<file path="config.mk">
export PLATFORM = sky130hd
export DESIGN_NAME = x86_64_instruction_encoder
export DESIGN_NICKNAME = d
export VERILOG_FILES = /design/src/sv/x86enc_pkg.sv /design/src/sv/x86enc_front.sv /design/src/sv/x86enc_queue.sv /design/src/sv/x86enc_back.sv /design/src/sv/x86_64_instruction_encoder.sv
export SDC_FILE = /design/constraint.sdc
export NUM_CORES = 1
export LEC_CHECK = 0
export ABC_AREA = 1
export BUFFER_PORTS_ARGS = -buffer_cell sky130_fd_sc_hd__buf_2
export CAP_MARGIN = 40
export CORE_MARGIN = 10
export CORE_UTILIZATION = 45
export DETAILED_ROUTE_END_ITERATION = 10
export PLACE_DENSITY_LB_ADDON = 0.3
export SLEW_MARGIN = 20
export SYNTH_ARGS = -nofsm -noshare
export SYNTH_HDL_FRONTEND = slang
export SYNTH_SLANG_ARGS = --single-unit
</file>
<file path="constraint.sdc">
create_clock -name clk -period 6.4 [get_ports clk]
set_clock_uncertainty 0.15 [all_clocks]
set_input_delay 1.28 -clock clk [delete_from_list [all_inputs] [get_ports clk]]
set_output_delay 1.28 -clock clk [all_outputs]
set_load 0.01 [all_outputs]
</file>
<file path="src/sv/x86enc_pkg.sv">
`timescale 1ns / 1ps
`default_nettype none
// x86enc_pkg: shared types and constants of the x86-64 instruction encoder
// no dependencies; used by the front end, the queue and the back end

package x86enc_pkg;

    localparam int MAX_BYTES = 10;
    localparam int LEN_W     = 4;
    localparam int IN_W      = 120;

    // request operation codes
    typedef enum logic [4:0] {
        OP_MOVIMM64 = 5'd0,
        OP_MOV      = 5'd1,
        OP_ADD      = 5'd2,
        OP_AND      = 5'd3,
        OP_ADDIMM   = 5'd4,
        OP_SUB      = 5'd5,
        OP_IMUL     = 5'd6,
        OP_INC      = 5'd7,
        OP_DEC      = 5'd8,
        OP_PUSH     = 5'd9,
        OP_POP      = 5'd10,
        OP_CALL     = 5'd11,
        OP_LOAD     = 5'd12,
        OP_STORE    = 5'd13,
        OP_CMPIMM   = 5'd14,
        OP_CMP      = 5'd15,
        OP_JMP      = 5'd16,
        OP_JE       = 5'd17,
        OP_JNE      = 5'd18,
        OP_JAE      = 5'd19,
        OP_JGE      = 5'd20,
        OP_JL       = 5'd21,
        OP_RET      = 5'd22
    } opc_t;

    // machine code constants
    localparam logic [7:0] REX_W     = 8'h48;
    localparam logic [7:0] REX_B     = 8'h41;
    localparam logic [7:0] OPB_MOVRI = 8'hB8;
    localparam logic [7:0] OPB_MOV   = 8'h89;
    localparam logic [7:0] OPB_LOAD  = 8'h8B;
    localparam logic [7:0] OPB_ADD   = 8'h01;
    localparam logic [7:0] OPB_AND   = 8'h21;
    localparam logic [7:0] OPB_SUB   = 8'h29;
    localparam logic [7:0] OPB_CMP   = 8'h39;
    localparam logic [7:0] OPB_GRP1  = 8'h81;
    localparam logic [7:0] OPB_GRP5  = 8'hFF;
    localparam logic [7:0] OPB_ESC   = 8'h0F;
    localparam logic [7:0] OPB_IMUL  = 8'hAF;
    localparam logic [7:0] OPB_SIB   = 8'h24;
    localparam logic [7:0] OPB_JMP   = 8'hE9;
    localparam logic [7:0] OPB_JE    = 8'h84;
    localparam logic [7:0] OPB_JNE   = 8'h85;
    localparam logic [7:0] OPB_JAE   = 8'h83;
    localparam logic [7:0] OPB_JGE   = 8'h8D;
    localparam logic [7:0] OPB_JL    = 8'h8C;
    localparam logic [7:0] OPB_RET   = 8'hC3;
    localparam logic [7:0] OPB_PUSH  = 8'h50;
    localparam logic [7:0] OPB_POP   = 8'h58;
    localparam logic [7:0] OPB_CALLR = 8'hD0;

    // fully encoded instruction, byte 0 goes out first
    typedef struct packed {
        logic [MAX_BYTES-1:0][7:0] bytes;
        logic [LEN_W-1:0]          len;
        logic                      err;
    } plan_t;

endpackage

`default_nettype wire

</file>
<file path="src/sv/x86enc_front.sv">
`timescale 1ns / 1ps
`default_nettype none
// x86enc_front: accepts requests, decodes them into a full byte plan, one register stage
// depends on x86enc_pkg

module x86enc_front
    import x86enc_pkg::*;
(
    input  wire logic            clk,
    input  wire logic            rst_n,
    input  wire logic            s_axis_tvalid,
    output logic                 s_axis_tready,
    input  wire logic [IN_W-1:0] s_axis_tdata,
    output logic                 plan_valid,
    input  wire logic            plan_ready,
    output plan_t                plan
);

    function automatic logic [7:0] rex_f(input logic reg_hi, input logic rm_hi);
        rex_f = REX_W | {5'b0, reg_hi, 1'b0, rm_hi};
    endfunction

    function automatic logic [7:0] modrm_f(input logic [1:0] md, input logic [2:0] rg,
                                           input logic [2:0] rm);
        modrm_f = {md, rg, rm};
    endfunction

    opc_t        opc;
    logic [3:0]  ra;
    logic [3:0]  rb;
    logic [3:0]  bs;
    logic [63:0] imm;
    logic [31:0] disp;
    logic [3:0]  mreg;
    logic [7:0]  op_b;
    plan_t       plan_d;

    logic  valid_reg;
    logic  valid_next;
    plan_t plan_reg;

    assign opc  = opc_t'(s_axis_tdata[4:0]);
    assign ra   = s_axis_tdata[8:5];
    assign rb   = s_axis_tdata[12:9];
    assign bs   = s_axis_tdata[16:13];
    assign imm  = s_axis_tdata[80:17];
    assign disp = s_axis_tdata[112:81];

    // operation byte of two-register, memory and branch forms
    always_comb
    begin
        unique case (opc)
            OP_MOV:   op_b = OPB_MOV;
            OP_ADD:   op_b = OPB_ADD;
            OP_AND:   op_b = OPB_AND;
            OP_SUB:   op_b = OPB_SUB;
            OP_CMP:   op_b = OPB_CMP;
            OP_LOAD:  op_b = OPB_LOAD;
            OP_STORE: op_b = OPB_MOV;
            OP_JE:    op_b = OPB_JE;
            OP_JNE:   op_b = OPB_JNE;
            OP_JAE:   op_b = OPB_JAE;
            OP_JGE:   op_b = OPB_JGE;
            OP_JL:    op_b = OPB_JL;
            default:  op_b = OPB_RET;
        endcase
    end

    assign mreg = (opc == OP_LOAD) ? ra : rb;

    always_comb
    begin
        plan_d     = '0;
        plan_d.len = LEN_W'(1);
        unique case (opc)
            OP_MOVIMM64:
            begin
                plan_d.bytes[0]   = rex_f(1'b0, ra[3]);
                plan_d.bytes[1]   = OPB_MOVRI + {5'b0, ra[2:0]};
                plan_d.bytes[9:2] = imm;
                plan_d.len        = LEN_W'(10);
            end
            OP_MOV, OP_ADD, OP_AND, OP_SUB, OP_CMP:
            begin
                plan_d.bytes[0] = rex_f(rb[3], ra[3]);
                plan_d.bytes[1] = op_b;
                plan_d.bytes[2] = modrm_f(2'b11, rb[2:0], ra[2:0]);
                plan_d.len      = LEN_W'(3);
            end
            OP_ADDIMM:
            begin
                plan_d.bytes[0] = rex_f(1'b0, ra[3]);
                plan_d.bytes[2] = modrm_f(2'b11, 3'd0, ra[2:0]);
                // add of one becomes inc
                if (imm[31:0] == 32'd1)
                begin
                    plan_d.bytes[1] = OPB_GRP5;
                    plan_d.len      = LEN_W'(3);
                end
                else
                begin
                    plan_d.bytes[1]   = OPB_GRP1;
                    plan_d.bytes[6:3] = imm[31:0];
                    plan_d.len        = LEN_W'(7);
                end
            end
            OP_CMPIMM:
            begin
                plan_d.bytes[0]   = rex_f(1'b0, ra[3]);
                plan_d.bytes[1]   = OPB_GRP1;
                plan_d.bytes[2]   = modrm_f(2'b11, 3'd7, ra[2:0]);
                plan_d.bytes[6:3] = imm[31:0];
                plan_d.len        = LEN_W'(7);
            end
            OP_IMUL:
            begin
                plan_d.bytes[0] = rex_f(ra[3], rb[3]);
                plan_d.bytes[1] = OPB_ESC;
                plan_d.bytes[2] = OPB_IMUL;
                plan_d.bytes[3] = modrm_f(2'b11, ra[2:0], rb[2:0]);
                plan_d.len      = LEN_W'(4);
            end
            OP_INC, OP_DEC:
            begin
                plan_d.bytes[0] = rex_f(1'b0, ra[3]);
                plan_d.bytes[1] = OPB_GRP5;
                plan_d.bytes[2] = modrm_f(2'b11, {2'b0, opc == OP_DEC}, ra[2:0]);
                plan_d.len      = LEN_W'(3);
            end
            OP_PUSH, OP_POP:
            begin
                if (ra[3])
                begin
                    plan_d.bytes[0] = REX_B;
                    plan_d.bytes[1] = ((opc == OP_PUSH) ? OPB_PUSH : OPB_POP)
                                      + {5'b0, ra[2:0]};
                    plan_d.len      = LEN_W'(2);
                end
                else
                begin
                    plan_d.bytes[0] = ((opc == OP_PUSH) ? OPB_PUSH : OPB_POP)
                                      + {5'b0, ra[2:0]};
                end
            end
            OP_CALL:
            begin
                // extended register has no plain encoding here
                if (ra[3])
                begin
                    plan_d.err = 1'b1;
                end
                else
                begin
                    plan_d.bytes[0] = OPB_GRP5;
                    plan_d.bytes[1] = OPB_CALLR + {5'b0, ra[2:0]};
                    plan_d.len      = LEN_W'(2);
                end
            end
            OP_LOAD, OP_STORE:
            begin
                plan_d.bytes[0] = rex_f(mreg[3], bs[3]);
                plan_d.bytes[1] = op_b;
                plan_d.bytes[2] = modrm_f(2'b10, mreg[2:0], bs[2:0]);
                // rsp or r12 base needs a sib byte
                if (bs[2:0] == 3'd4)
                begin
                    plan_d.bytes[3]   = OPB_SIB;
                    plan_d.bytes[7:4] = disp;
                    plan_d.len        = LEN_W'(8);
                end
                else
                begin
                    plan_d.bytes[6:3] = disp;
                    plan_d.len        = LEN_W'(7);
                end
            end
            OP_JMP:
            begin
                plan_d.bytes[0]   = OPB_JMP;
                plan_d.bytes[4:1] = disp;
                plan_d.len        = LEN_W'(5);
            end
            OP_JE, OP_JNE, OP_JAE, OP_JGE, OP_JL:
            begin
                plan_d.bytes[0]   = OPB_ESC;
                plan_d.bytes[1]   = op_b;
                plan_d.bytes[5:2] = disp;
                plan_d.len        = LEN_W'(6);
            end
            OP_RET:
            begin
                plan_d.bytes[0] = OPB_RET;
            end
            default:
            begin
                plan_d.err = 1'b1;
            end
        endcase
    end

    assign s_axis_tready = !valid_reg || plan_ready;

    always_comb
    begin
        valid_next = valid_reg;
        if (s_axis_tvalid && s_axis_tready)
        begin
            valid_next = 1'b1;
        end
        else if (plan_ready)
        begin
            valid_next = 1'b0;
        end
    end

    always_ff @(posedge clk or negedge rst_n)
    begin
        if (!rst_n)
        begin
            valid_reg <= 1'b0;
        end
        else
        begin
            valid_reg <= valid_next;
        end
    end

    always_ff @(posedge clk)
    begin
        if (s_axis_tvalid && s_axis_tready)
        begin
            plan_reg <= plan_d;
        end
    end

    assign plan_valid = valid_reg;
    assign plan       = plan_reg;

endmodule

`default_nettype wire

</file>
<file path="src/sv/x86enc_queue.sv">
`timescale 1ns / 1ps
`default_nettype none
// x86enc_queue: short first-in first-out queue of decoded plans
// depends on x86enc_pkg

module x86enc_queue
    import x86enc_pkg::*;
#(
    parameter int DEPTH = 2
)
(
    input  wire logic  clk,
    input  wire logic  rst_n,
    input  wire logic  push_valid,
    output logic       push_ready,
    input  wire plan_t push_plan,
    output logic       pop_valid,
    input  wire logic  pop_ready,
    output plan_t      pop_plan
);

    localparam int AW = (DEPTH > 1) ? $clog2(DEPTH) : 1;
    localparam int CW = $clog2(DEPTH + 1);

    plan_t         slot_reg [DEPTH];
    logic [AW-1:0] wr_ptr_reg;
    logic [AW-1:0] wr_ptr_next;
    logic [AW-1:0] rd_ptr_reg;
    logic [AW-1:0] rd_ptr_next;
    logic [CW-1:0] count_reg;
    logic [CW-1:0] count_next;
    logic          do_push;
    logic          do_pop;

    assign push_ready = (count_reg != CW'(DEPTH));
    assign pop_valid  = (count_reg != '0);
    assign do_push    = push_valid && push_ready;
    assign do_pop     = pop_valid && pop_ready;
    assign pop_plan   = slot_reg[rd_ptr_reg];

    always_comb
    begin
        wr_ptr_next = wr_ptr_reg;
        rd_ptr_next = rd_ptr_reg;
        count_next  = count_reg;
        if (do_push)
        begin
            wr_ptr_next = (wr_ptr_reg == AW'(DEPTH - 1)) ? '0 : wr_ptr_reg + AW'(1);
        end
        if (do_pop)
        begin
            rd_ptr_next = (rd_ptr_reg == AW'(DEPTH - 1)) ? '0 : rd_ptr_reg + AW'(1);
        end
        if (do_push && !do_pop)
        begin
            count_next = count_reg + CW'(1);
        end
        else if (do_pop && !do_push)
        begin
            count_next = count_reg - CW'(1);
        end
    end

    always_ff @(posedge clk or negedge rst_n)
    begin
        if (!rst_n)
        begin
            wr_ptr_reg <= '0;
            rd_ptr_reg <= '0;
            count_reg  <= '0;
        end
        else
        begin
            wr_ptr_reg <= wr_ptr_next;
            rd_ptr_reg <= rd_ptr_next;
            count_reg  <= count_next;
        end
    end

    always_ff @(posedge clk)
    begin
        if (do_push)
        begin
            slot_reg[wr_ptr_reg] <= push_plan;
        end
    end

endmodule

`default_nettype wire

</file>
<file path="src/sv/x86enc_back.sv">
`timescale 1ns / 1ps
`default_nettype none
// x86enc_back: holds one decoded plan and sends its bytes one per cycle while m_axis_tready is high
// depends on x86enc_pkg

module x86enc_back
    import x86enc_pkg::*;
(
    input  wire logic  clk,
    input  wire logic  rst_n,
    input  wire logic  plan_valid,
    output logic       plan_ready,
    input  wire plan_t plan,
    output logic       m_axis_tvalid,
    input  wire logic  m_axis_tready,
    output logic [7:0] m_axis_tdata,
    output logic       m_axis_tlast,
    output logic       m_axis_tuser
);

    plan_t            cur_reg;
    logic             cur_valid_reg;
    logic             cur_valid_next;
    logic [LEN_W-1:0] idx_reg;
    logic [LEN_W-1:0] idx_next;
    logic             is_last;
    logic             load;

    assign is_last = (idx_reg == cur_reg.len - LEN_W'(1));
    // take the next plan when empty or when the last byte leaves
    assign load       = !cur_valid_reg || (m_axis_tready && is_last);
    assign plan_ready = load;

    always_comb
    begin
        cur_valid_next = cur_valid_reg;
        idx_next       = idx_reg;
        if (load)
        begin
            cur_valid_next = plan_valid;
            idx_next       = '0;
        end
        else if (m_axis_tready)
        begin
            idx_next = idx_reg + LEN_W'(1);
        end
    end

    always_ff @(posedge clk or negedge rst_n)
    begin
        if (!rst_n)
        begin
            cur_valid_reg <= 1'b0;
            idx_reg       <= '0;
        end
        else
        begin
            cur_valid_reg <= cur_valid_next;
            idx_reg       <= idx_next;
        end
    end

    always_ff @(posedge clk)
    begin
        if (load && plan_valid)
        begin
            cur_reg <= plan;
        end
    end

    assign m_axis_tvalid = cur_valid_reg;
    assign m_axis_tdata  = cur_reg.bytes[idx_reg];
    assign m_axis_tlast  = is_last;
    assign m_axis_tuser  = cur_reg.err;

endmodule

`default_nettype wire

</file>
<file path="src/sv/x86_64_instruction_encoder.sv">
`timescale 1ns / 1ps
`default_nettype none
// x86_64_instruction_encoder: turns one instruction request into its x86-64 code bytes
// path: an accepted item is registered in the front stage, then in a queue slot, then in
//   the output holder, from which its first byte is sent
// throughput: one byte per cycle while m_axis_tready is high; items have 1 to 10 bytes,
//   sent on the single byte lane; items follow with no gap while the next one is queued
// reset: rst_n clears the front stage, queue and output holder; no output after reset
// depends on x86enc_pkg, x86enc_front, x86enc_queue, x86enc_back

module x86_64_instruction_encoder
    import x86enc_pkg::*;
#(
    parameter int QUEUE_DEPTH = 2
)
(
    input  wire logic         clk,
    input  wire logic         rst_n,
    // request channel
    input  wire logic         s_axis_tvalid,
    output logic              s_axis_tready,
    // tdata: opcode[4:0], reg_a[8:5], reg_b[12:9], base_reg[16:13],
    //        immediate[80:17], displacement[112:81], zero fill[119:113]
    input  wire logic [119:0] s_axis_tdata,
    // code byte channel
    output logic              m_axis_tvalid,
    input  wire logic         m_axis_tready,
    // tdata: code_byte[7:0]
    output logic [7:0]        m_axis_tdata,
    // tlast: last_byte of the instruction
    output logic              m_axis_tlast,
    // tuser: error[0]
    output logic              m_axis_tuser
);

    // front end to queue
    logic  f_valid;
    logic  f_ready;
    plan_t f_plan;

    // queue to back end
    logic  q_valid;
    logic  q_ready;
    plan_t q_plan;

    // decode each request into a complete byte plan
    x86enc_front u_front (
        .clk           (clk),
        .rst_n         (rst_n),
        .s_axis_tvalid (s_axis_tvalid),
        .s_axis_tready (s_axis_tready),
        .s_axis_tdata  (s_axis_tdata),
        .plan_valid    (f_valid),
        .plan_ready    (f_ready),
        .plan          (f_plan)
    );

    // decouples decoding from the byte-serial output
    x86enc_queue #(
        .DEPTH (QUEUE_DEPTH)
    ) u_queue (
        .clk        (clk),
        .rst_n      (rst_n),
        .push_valid (f_valid),
        .push_ready (f_ready),
        .push_plan  (f_plan),
        .pop_valid  (q_valid),
        .pop_ready  (q_ready),
        .pop_plan   (q_plan)
    );

    // serialize the plan, one byte per accepted output item
    x86enc_back u_back (
        .clk           (clk),
        .rst_n         (rst_n),
        .plan_valid    (q_valid),
        .plan_ready    (q_ready),
        .plan          (q_plan),
        .m_axis_tvalid (m_axis_tvalid),
        .m_axis_tready (m_axis_tready),
        .m_axis_tdata  (m_axis_tdata),
        .m_axis_tlast  (m_axis_tlast),
        .m_axis_tuser  (m_axis_tuser)
    );

endmodule

`default_nettype wire

</file>
After elaboration in Yosys (flattened, before gate mapping)
Memory sizes are Yosys's and may differ from the RTL's. A register that Yosys moved wholly into a read port is not among the register bits.
Index checks and enable logic that the tools add are counted.
{"block": "totals", "reg_bits": 95, "ram_bits": 170, "rom_bits": 256, "input_bits": 124, "out_inout_bits": 12, "word_cells": 117, "mem_count": 2}
{"block": "classes", "n_addsub": 9, "order_cmp": 1, "eq_ne": 26, "mux": 35, "n_reduce_logical": 26}
{"memory": "(name not given)", "depth": 32, "word_bits": 8, "rd": 1, "rd_ports_with_merged_regs": 0, "write_ports": 0, "line_no": "x86enc_front.sv:52", "rtl": "unique case (opc)"}
{"memory": "u_queue.slot_reg", "depth": 2, "word_bits": 85, "rd": 1, "rd_ports_with_merged_regs": 1, "write_ports": 1, "line_no": "x86enc_queue.sv:25", "rtl": "plan_t slot_reg [DEPTH];"}
{"op": "8-bit case mux with 9 select lines", "n": 3}
{"op": "32-bit two-way mux", "n": 2}
{"op": "8-bit case mux with 7 select lines", "n": 1}
{"op": "8-bit case mux with 6 select lines", "n": 1}
{"op": "5-bit by 4-bit == test with 1-bit output (second input constant)", "n": 8}
{"op": "4-bit case mux with 10 select lines", "n": 1}
{"op": "8-bit case mux with 5 select lines", "n": 1}
{"op": "5-bit == test (second input constant)", "n": 7}
{"op": "8-bit binary-select mux with 4-bit select", "n": 1}
{"op": "32-bit by 1-bit == test with 1-bit output (second input constant)", "n": 1}
{"op": "8-bit two-way mux", "n": 4}
{"op": "8-bit case mux with 4 select lines", "n": 1}
{"op": "22-bit OR reduction", "n": 1}
{"op": "5-bit by 3-bit == test with 1-bit output (second input constant)", "n": 4}
{"op": "20-bit two-way mux", "n": 1}
{"op": "4-bit two-way mux", "n": 5}
{"op": "8-bit case mux with 2 select lines", "n": 1}
{"op": "5-bit OR reduction", "n": 3}
{"op": "12-bit OR reduction", "n": 1}
{"op": "5-bit by 2-bit == test with 1-bit output (second input constant)", "n": 2}
{"op": "7-bit by 4-bit adder with 8-bit output (first input constant)", "n": 1}
{"op": "8-bit by 3-bit adder with 8-bit output", "n": 1}
{"op": "8-bit by 3-bit adder with 8-bit output (first input constant)", "n": 1}
{"op": "2-bit nonzero test", "n": 4}
{"op": "other kinds (21)", "n": 41}

Logic depth before layout (Yosys ltp)
Gate-level depths: netlist of run 1.
{"block": "depth", "depth_word": 8, "ltp_mapped": 15, "depth_no_buf": 15}

Cells and area by module
A second synthesis of run 1 with hierarchy kept.
{"block": "unflattened", "cells_unflattened": 1521, "area_unflattened_um2": 15780.1}
{"mod": "x86enc_queue", "instances": 1, "cells_each": 473, "area_each_um2": 6417.4, "seq_area_each_um2": 5205.0}
{"mod": "x86enc_front", "instances": 1, "cells_each": 746, "area_each_um2": 5644.2, "seq_area_each_um2": 2577.5}
{"mod": "x86enc_back", "instances": 1, "cells_each": 302, "area_each_um2": 3718.6, "seq_area_each_um2": 2677.6}

Worst setup path after synthesis of run 1
No wires, ideal clock.
{"block": "synth_timing", "kind": "register to register", "from": "register u_queue.count_reg[1]", "to": "memory u_queue.slot_reg[1][0] (netlist bit), enable pin", "setup_ps": 531, "t_arrival_ps": 4156, "required_ps": 5719, "slack_ps": 1563, "path_stages_with_launch": 4, "path_buffers": 0, "synth_period_minus_slack_ps": 4837, "path_cell_list": "dfrtp_1 > inv_1 > o21ai_0 > nor2_1"}
{"block": "synth_between", "elab_chain_cells": 4}
{"item": "start: declaration", "line_no": "x86enc_queue.sv:30", "rtl": "logic [CW-1:0] count_reg;"}
{"item": "start signal: assignment", "line_no": "x86enc_queue.sv:76", "rtl": "count_reg <= count_next;"}
{"item": "2-bit != test", "line_no": "x86enc_queue.sv:35", "rtl": "assign push_ready = (count_reg != CW'(DEPTH));"}
{"item": "1-bit logical AND", "line_no": "x86enc_queue.sv:37", "rtl": "assign do_push = push_valid && push_ready;"}
{"item": "1-bit two-way mux", "line_no": "x86enc_queue.sv:82", "rtl": "if (do_push)"}
{"item": "1-bit two-way mux (implied by the code)", "line_no": "x86enc_queue.sv:84", "rtl": "slot_reg[wr_ptr_reg] <= push_plan;"}
{"item": "end: declaration", "line_no": "x86enc_queue.sv:25"}
Every way passes these cells.

Worst setup path in the final report of run 1
{"block": "layout_timing", "from": "register u_back.idx_reg[0]", "to": "output port m_axis_tdata[0]"}
{"block": "layout_between", "elab_chain_cells": 2}
{"item": "start: declaration", "line_no": "x86enc_back.sv:24", "rtl": "logic [LEN_W-1:0] idx_reg;"}
{"item": "start signal: assignment", "line_no": "x86enc_back.sv:59", "rtl": "idx_reg <= idx_next;"}
{"item": "8-bit binary-select mux with 4-bit select", "line_no": "x86enc_back.sv:72", "rtl": "assign m_axis_tdata = cur_reg.bytes[idx_reg];"}
{"item": "8-bit two-way mux (implied by the code)", "line_no": "x86enc_back.sv:72"}
{"item": "end: declaration", "line_no": "x86_64_instruction_encoder.sv:29", "rtl": "output logic [7:0] m_axis_tdata,"}
Every way passes these cells. The select of a mux whose other input is x is not followed.

==> results.toml, run 1 <==
[worst_setup_path]
worstSetupPathType = "flop to output port"
arrival_ns = 3.18
regToRegSetupSlack_ns = 2.69
required_ns = 4.97
critical_path.max_fanout = 45
rr_startpoint = "u_back.idx_reg[0]"
worstSetupEndpoint = "m_axis_tdata[0]"
start_kind = "flop"
crit_start = "u_back.idx_reg[0]"
rr_worst_depth = 12
r2r-end = "u_back.cur_reg[54]"
end_kind = "output port"

[detailed_routing]
routedWlPerCell_um = 19.7
wl_um = 39300
drc = 0
via_count = 10607
drt_iter0_markers = 774
vias_per_cell = 5.31
drtAntennaViolNets = 0
first_pass_iters = 5

[place]
io_buffers = 128
gp_congestion = 0.952
dp_hpwl_um = 27400

[finish]
multi_input_area_um2 = 4190
area_growth_pct = 14.8
final_cell_mix = "nand2_1, edfxtp_1, buf_2"
largest_reg_flops = 170
final_common_cell = "nand2_1"
layout.nets = 1656
fillCellCount = 2980
num_antenna_cells = 0
drive_gt1_share_pct = 15.5
seqCellArea_um2 = 10500

[synthesis]
synth_area_um2 = 15300
yosysWarnings = 0
ys_ff_latch = 350
synth_fp_nets = 1534
synth_seq_area_share_pct = 68.3
synthFlopType = "edfxtp_1"
syn_inst = 1402
synth-edff-count = 340
synth_cell_types = 43
avgSynthCellArea_um2 = 10.9
async_reset_ff_share_pct = 2.86

[timing]
rsz0062_at_grt = "no"
setup_violations = 0
fin_crit_ns = 4.61
tns_ns = 0
relSlewSlack_pct = 41.7
fmax_mhz = 217
holdWs_ns = 0.291
post-route-period-util_pct = 72.0
slew_viol_final = 0
tightest_slew_ns = 0.873
hold_violations = 0

[global_routing]
use_met1_pct = 24.8
grt_pass1_vias = 10470
grt_busiest_layer = "met2"
use_met2_pct = 29.2
grt_max_degree = 67
met3_usage_pct = 4.41
antenna_found_initial = 5
grtUsageTotal_pct = 18.4
grt_remaining_overflow = 0
grt_pass1_wl_um = 59700

[clock_tree]
cts_buffers = 35
hold_buffers = 0
cts_tree = "built"
clock-sinks = 350
post_cts_buffers = 0
cts.clk_slew.worst_paths_ns = 0.06
root_buffer = "clkbuf_16"
ctsResizeCount = 0
cts_max_level = 2
clock_latency_ns = 0.51
clockBufferDepth = 3

[run]
maxCapViolCount = 0

[power_and_ir_drop]
power_leakage_nw = 7.14
powerDensity_nw_per_um2 = 434
vdd_drop_max_mv = 0.299

[floorplan]
initial_utilization_pct = 45.7
core_area_um2 = 33500
rows = 67
dieWidth_um = 205
die-area_um2 = 41800
dieHeight_um = 205
ios = 136

[status]
outcome = "finished, final reports clean"

[hold_path]
min-delay-start = "u_front.plan[30]"
hold_path.class = "flop to flop"
whs_path_depth = 0
-- metal layers --
metal | vias to the layer above | part of all wire (%)
met3 | 76 | 8.0
li1 | 5071 | -
met5 | - | 0.13
met2 | 433 | 45
met4 | 10 | 2.3
met1 | 5017 | 44
-- per-stage QoR --
step / setup slack (ns) / total power [mW] / area, um2 / cells / utilization (%)
finish: 1.79 / 7.63 / 17600 / 1997 / 52.5
floorplan: 1.56 / 4.94 / 15300 / 1402 / -
CTS: 1.80 / 7.68 / 17600 / 1996 / 52.4
detailed placement: 2.33 / 5.66 / 16400 / 1934 / 48.9
global route: 1.55 / 8.06 / 17600 / 1997 / 52.5
global placement: 2.34 / 5.55 / 16300 / 1930 / 48.7
-- cells in the mapped netlist (18+ instances only) --
library cell  count  share of area [%]
buf_2            18               0.59
o211ai_1         22                1.1
edfxtp_1        340                 67
nand2_1         438                 11
nand3_1          43                1.4
inv_1            87                2.1
nand4_1          23               0.94
nor2_1          125                3.1
a22oi_1          25                1.2
clkbuf_1         28               0.69
a21oi_1          48                1.6
o21ai_0          78                2.5
-- critical path, stage by stage, from the launching register on --
cell      delay [ns]
dfrtp_1         0.32
buf_4           0.46
inv_1           0.48
buf_4           0.35
o21ai_0         0.26
o21ai_0         0.13
o211ai_1        0.35
o21ai_0         0.14
buf_2           0.16
-- final cells by class --
class | count | share of cell area, %
inverter | 99 | 2.16
sequential | 350 | 59.5
clock buffer | 39 | 5.07
clock inverter | 23 | 1.49
multi-input combinational | 893 | 23.8
tap | 448 | 3.19
timing repair buffer | 145 | 4.78
-- worst min path at each step --
stage,slack [ns],to
2_1_floorplan,0.27,u_queue.slot_reg[0][0]
3_3_place_gp,0.27,u_queue.slot_reg[0][72]
3_5_place_dp,0.28,u_queue.slot_reg[1][77]
4_1_cts,0.29,u_queue.slot_reg[0][30]
5_1_grt,0.30,u_queue.slot_reg[0][30]
6_report,0.29,u_queue.slot_reg[0][30]
-- power breakdown --
part / internal, mW / switching (mW) / leakage, nW
clock network: 1.21 / 0.816 / 0.559
logic: 0.533 / 1.34 / 3.22
registers: 3.49 / 0.232 / 3.36
-- cell families after synthesis --
logic type / count (synthesis) / synth area share [%]
xor gates and xnor gates: 6 / 0.343
and+or+nand+nor: 670 / 18.0
AOI/OAI and AO/OA: 201 / 7.74
buffers and inverters: 159 / 4.47
adders and majority gates: 8 / 0.653
muxes: 8 / 0.523
DFF: 350 / 68.3
Note: power is estimated with default switching activity, not from simulation.
==> run 2: changes to the inputs <==
clock period = 4.3 ns   (was 6.4 ns; I/O delays follow)
==> run 2 against run 1 <==
  * Via count shrank 0.36%
  * Power increased by 48%
  * Final area about the same
  * Non-clock buffer count grew 2
  * Clock power is 45% higher
  * Combinational power is 50% higher
  * First-iteration DRC count grew 33%
  * Flip-flop and latch count did not move
  * Core utilization hardly changed
  * Critical path depth is 1 lower
  * Global-route usage is 0.27 points lower
  * Sequential power up 48%
==> results.toml, run 2 (synthesis gave the netlist of run 1 again) <==
[detailed_routing]
via_count = 10569
drtAntennaViolNets = 0
routedWlPerCell_um = 19.2
drc = 0
first_pass_iters = 6
drt_iter0_markers = 1032
vias_per_cell = 5.28
wl_um = 38500

[worst_setup_path]
cp_cell_sequence = "inv_1, buf_4, nor2_1, o211ai_1, o211ai_1, o21ai_0, buf_2"
critical_path.max_fanout = 17
critical_path_buf_inv_count = 3
end_kind = "output port"
required_ns = 3.29
slowest_stage = "inv_1"
regToRegSetupSlack_ns = 1.29
start_kind = "flop"
cp_top_family = "buffers and inverters"
slowest_delay_ns = 0.51
crit_path_frequent_cell = "o211ai_1"
worstSetupPathType = "flop to output port"
arrival_ns = 2.60

[finish]
final_common_cell = "nand2_1"
seqCellArea_um2 = 10500
layout.nets = 1659
multi_input_area_um2 = 4190
fillCellCount = 2937
utilization_pct = 52.5
area_growth_pct = 14.8
largest_reg_flops = 170
drive_gt1_share_pct = 15.0
final_area_um2 = 17600
final_cell_mix = "nand2_1, edfxtp_1, buf_2"

[floorplan]
rows = 67
dieHeight_um = 205
dieWidth_um = 205
initial_utilization_pct = 45.7
ios = 136
die-area_um2 = 41800
core_area_um2 = 33500

[power_and_ir_drop]
p_int_mw = 7.74
p_seq_share_pct = 49.0
powerDensity_nw_per_um2 = 641
switching_share_pct = 31.4
power_leakage_nw = 7.13
p_clk_share_pct = 26.1
p_sw_mw = 3.54
combPwrFrac_pct = 24.9
vdd_drop_max_mv = 0.581

[clock_tree]
clock_latency_ns = 0.52
clockBufferDepth = 3
cts_buffers = 36
post_cts_buffers = 0
cts.clk_slew.worst_paths_ns = 0.06
cts_max_level = 2
cts_tree = "built"
hold_buffers = 0
root_buffer = "clkbuf_16"
ctsResizeCount = 0
clock-sinks = 350

[global_routing]
use_met2_pct = 27.9
grt_max_degree = 87
grtUsageTotal_pct = 18.2
grt_remaining_overflow = 0
use_met1_pct = 25.2
grt_pass1_vias = 10481
grt_busiest_layer = "met2"
met3_usage_pct = 3.87
grt_pass1_wl_um = 59400
antenna_found_initial = 4

[timing]
tightest_slew_ns = 0.825
fmax_mhz = 277
tns_ns = 0
hold_violations = 0
setup_violations = 0
post-route-period-util_pct = 84.0
relSlewSlack_pct = 44.8
rsz0062_at_grt = "no"
slew_viol_final = 0
fin_crit_ns = 3.61

[hold_path]
hold_path.class = "primary input to async pin"

[place]
io_buffers = 128
gp_congestion = 0.963
dp_hpwl_um = 26300
post_dp_cell_area_um2 = 16500

[run]
maxCapViolCount = 0

[status]
outcome = "finished, final reports clean"
run 2: worst paths after layout:
kind	endpoint	cells past startpoint	startpoint
min	u_queue.count_reg[0]	1	rst_n
max reg2reg	u_back.cur_reg[64]	10	u_back.idx_reg[0]
min in group clk	u_queue.slot_reg[0][71]	0	u_front.plan[71]
min reg2reg	u_queue.slot_reg[0][71]	0	u_front.plan[71]
max	m_axis_tdata[1]	7	u_back.idx_reg[0]
max in group asynchronous	u_queue.rd_ptr_reg	1	rst_n
run 2: power by group through the flow:
stage | Combinational [mW] | Sequential (mW) | Clock (mW)
5_1_grt | 3.17 | 5.62 | 3.13
3_5_place_dp | 2.84 | 5.60 | 0
6_report | 2.80 | 5.53 | 2.94
3_3_place_gp | 2.77 | 5.56 | 0
2_1_floorplan | 1.79 | 5.53 | 0
4_1_cts | 2.86 | 5.54 | 3.01
run 2: metal layers:
layer / vias to the layer above / wire length (um) / part of all wire [%]
li1: 5082 / - / -
met1: 5018 / 17600 / 46
met2: 388 / 17200 / 45
met3: 75 / 2570 / 6.7
met4: 6 / 1020 / 2.6
met5: - / 38 / 0.099
run 2: through the flow:
step / std cells / hold slack, ns / setup slack, ns / total power [mW]
floorplan: 1402 / 0.271 / 0.796 / 7.32
global placement: 1935 / 0.273 / 1.23 / 8.33
detailed placement: 1937 / 0.280 / 1.17 / 8.45
CTS: 2000 / 0.0294 / 0.665 / 11.4
global route: 2000 / 0.0391 / 0.601 / 11.9
finish: 2001 / 0.0424 / 0.690 / 11.3
run 2: worst register-to-register path, cell delays in order, from the launching register on:
cell and delay (ns):
dfrtp_1 0.37, inv_1 0.51, nand2_1 0.10, nand2_1 0.10, nand3_1 0.06, nor2_1 0.15
nand3_1 0.10, nand2_1 0.16, nand2_1 0.15, inv_2 0.39, buf_12 0.38
run 2: area by class of cell:
cell class	count	share of cell area, %
diodes	1	0.0142
clock buffers	48	5.62
clock inverters	15	0.754
inverters	99	2.16
multi-input cells	893	23.8
flip-flops and latches	350	59.5
well taps	448	3.19
repair buffers	147	4.95
==> run 3: changes to the inputs <==
clock period = 3.2 ns   (was 4.3 ns; I/O delays follow)
==> run 3 against run 2 <==
  * Power is 36% higher
  * Critical path type unchanged
  * Flip-flop and latch count stayed put
  * Final area is 0.86% higher
==> results.toml, run 3 (synthesis gave the netlist of run 1 again) <==
[finish]
final_common_cell = "nand2_1"
drive_gt1_share_pct = 16.3
finalNonFillerCells = 2015
final_cell_mix = "nand2_1, edfxtp_1, buf_2"
final_area_um2 = 17700
utilization_pct = 52.9
largest_reg_flops = 170
area_growth_pct = 15.8
layout.nets = 1674

[floorplan]
die-area_um2 = 41800
dieWidth_um = 205
initial_utilization_pct = 45.7
rows = 67
dieHeight_um = 205
core_area_um2 = 33500
ios = 136

[global_routing]
grt_max_degree = 57
grt_pass1_vias = 10616
grt_remaining_overflow = 0
grt_pass1_wl_um = 60800
grtUsageTotal_pct = 18.7
antenna_found_initial = 1

[timing]
fin_crit_ns = 3.05
rsz0062_at_grt = "no"
post-route-period-util_pct = 95.2
holdWs_ns = 0.245
tns_ns = 0
slew_viol_final = 0
hold_violations = 0
final.setup.worst_slack_ns = 0.154
relSlewSlack_pct = 46.4
tightest_slew_ns = 0.795
fmax_mhz = 328
setup_violations = 0

[power_and_ir_drop]
power_leakage_nw = 7.22
power_mw = 15.3
powerDensity_nw_per_um2 = 862
vdd_drop_max_mv = 0.786

[detailed_routing]
vias_per_cell = 5.27
wl_um = 39500
via_count = 10627
first_pass_iters = 5
routedWlPerCell_um = 19.6
drc = 0
drt_iter0_markers = 933
drtAntennaViolNets = 0

[worst_setup_path]
start_kind = "flop"
end_kind = "output port"
worstSetupPathType = "flop to output port"
arrival_ns = 2.26
crit_path_frequent_cell = "o21ai_0"
critical_path.max_fanout = 21
cp_cell_sequence = "inv_1, buf_8, buf_6, nor2_1, o21ai_0, o211ai_1, o21ai_0, buf_2"
cp_top_family = "buffers and inverters"
required_ns = 2.41
slowest_delay_ns = 0.43
critical_path_buf_inv_count = 4
slowest_stage = "dfrtp_2"

[clock_tree]
clock_latency_ns = 0.51
clock-sinks = 350
cts_buffers = 34
root_buffer = "clkbuf_16"
cts.clk_slew.worst_paths_ns = 0.06
cts_tree = "built"
clockBufferDepth = 3
cts_max_level = 2

[place]
dp_hpwl_um = 27900
gp_congestion = 0.942
post_dp_cell_area_um2 = 16600
place_inst = 1951
io_buffers = 128
place_ws_ns = 0.274

[status]
outcome = "finished, final reports clean"

[hold_path]
hold_path.class = "primary input to flop"

[run]
maxCapViolCount = 0
-- run 3: worst min-delay path, stage by stage --
cell     delay (ns)
buf_2          0.08
nand2_1        0.08
nand2_1        0.06
-- run 3: metal layers --
layer  vias to the layer above  wire length [um]  GRT usage, %
met5                         -                 0             0
met4                         0               927          5.82
met3                        54              2880          3.70
met2                       405             17700          28.6
met1                      5066             18000          26.4
li1                       5102                 -             -
-- run 3: repair_timing --
action | in CTS | in global routing
pin swaps | 0 | 1
resized for setup | 3 | 2
setup buffers | 0 | 2
hold endpoints to repair | 10 | 0
setup endpoints to repair | 5 | 1
hold buffers | 1 | 0
-- run 3: final timing paths --
kind                                    from                endpoint  slack [ns]  depth (start not counted)
setup / recovery           u_back.idx_reg[0]         m_axis_tdata[7]        0.15                          8
hold / removal                 s_axis_tvalid      u_front.plan_valid        0.25                          3
setup reg to reg           u_back.cur_reg[1]      u_back.cur_reg[39]        0.51                         10
hold reg to reg              u_front.plan[8]  u_queue.slot_reg[1][8]        0.29                          0
max in group asynchronous              rst_n       u_back.idx_reg[0]        2.32                          2
min in group asynchronous              rst_n    u_queue.count_reg[1]        0.37                          2
-- run 3: layout make-up --
| type | instances | area (um2) |
|---|---|---|
| tap | 448 | 561 |
| clock buffer | 39 | 891 |
| sequential | 350 | 10500 |
| timing repair buffer | 164 | 1040 |
| fill | 2917 | 15800 |
| antenna | 1 | 2.50 |
| multi-input combinational | 893 | 4190 |
| inverter | 99 | 382 |
| clock inverter | 21 | 211 |
-- run 3: where the power goes --
part / internal (mW) / switching [mW] / total, mW
sequential: 6.98 / 0.434 / 7.42
combinational: 1.19 / 2.77 / 3.95
clock: 2.33 / 1.60 / 3.93
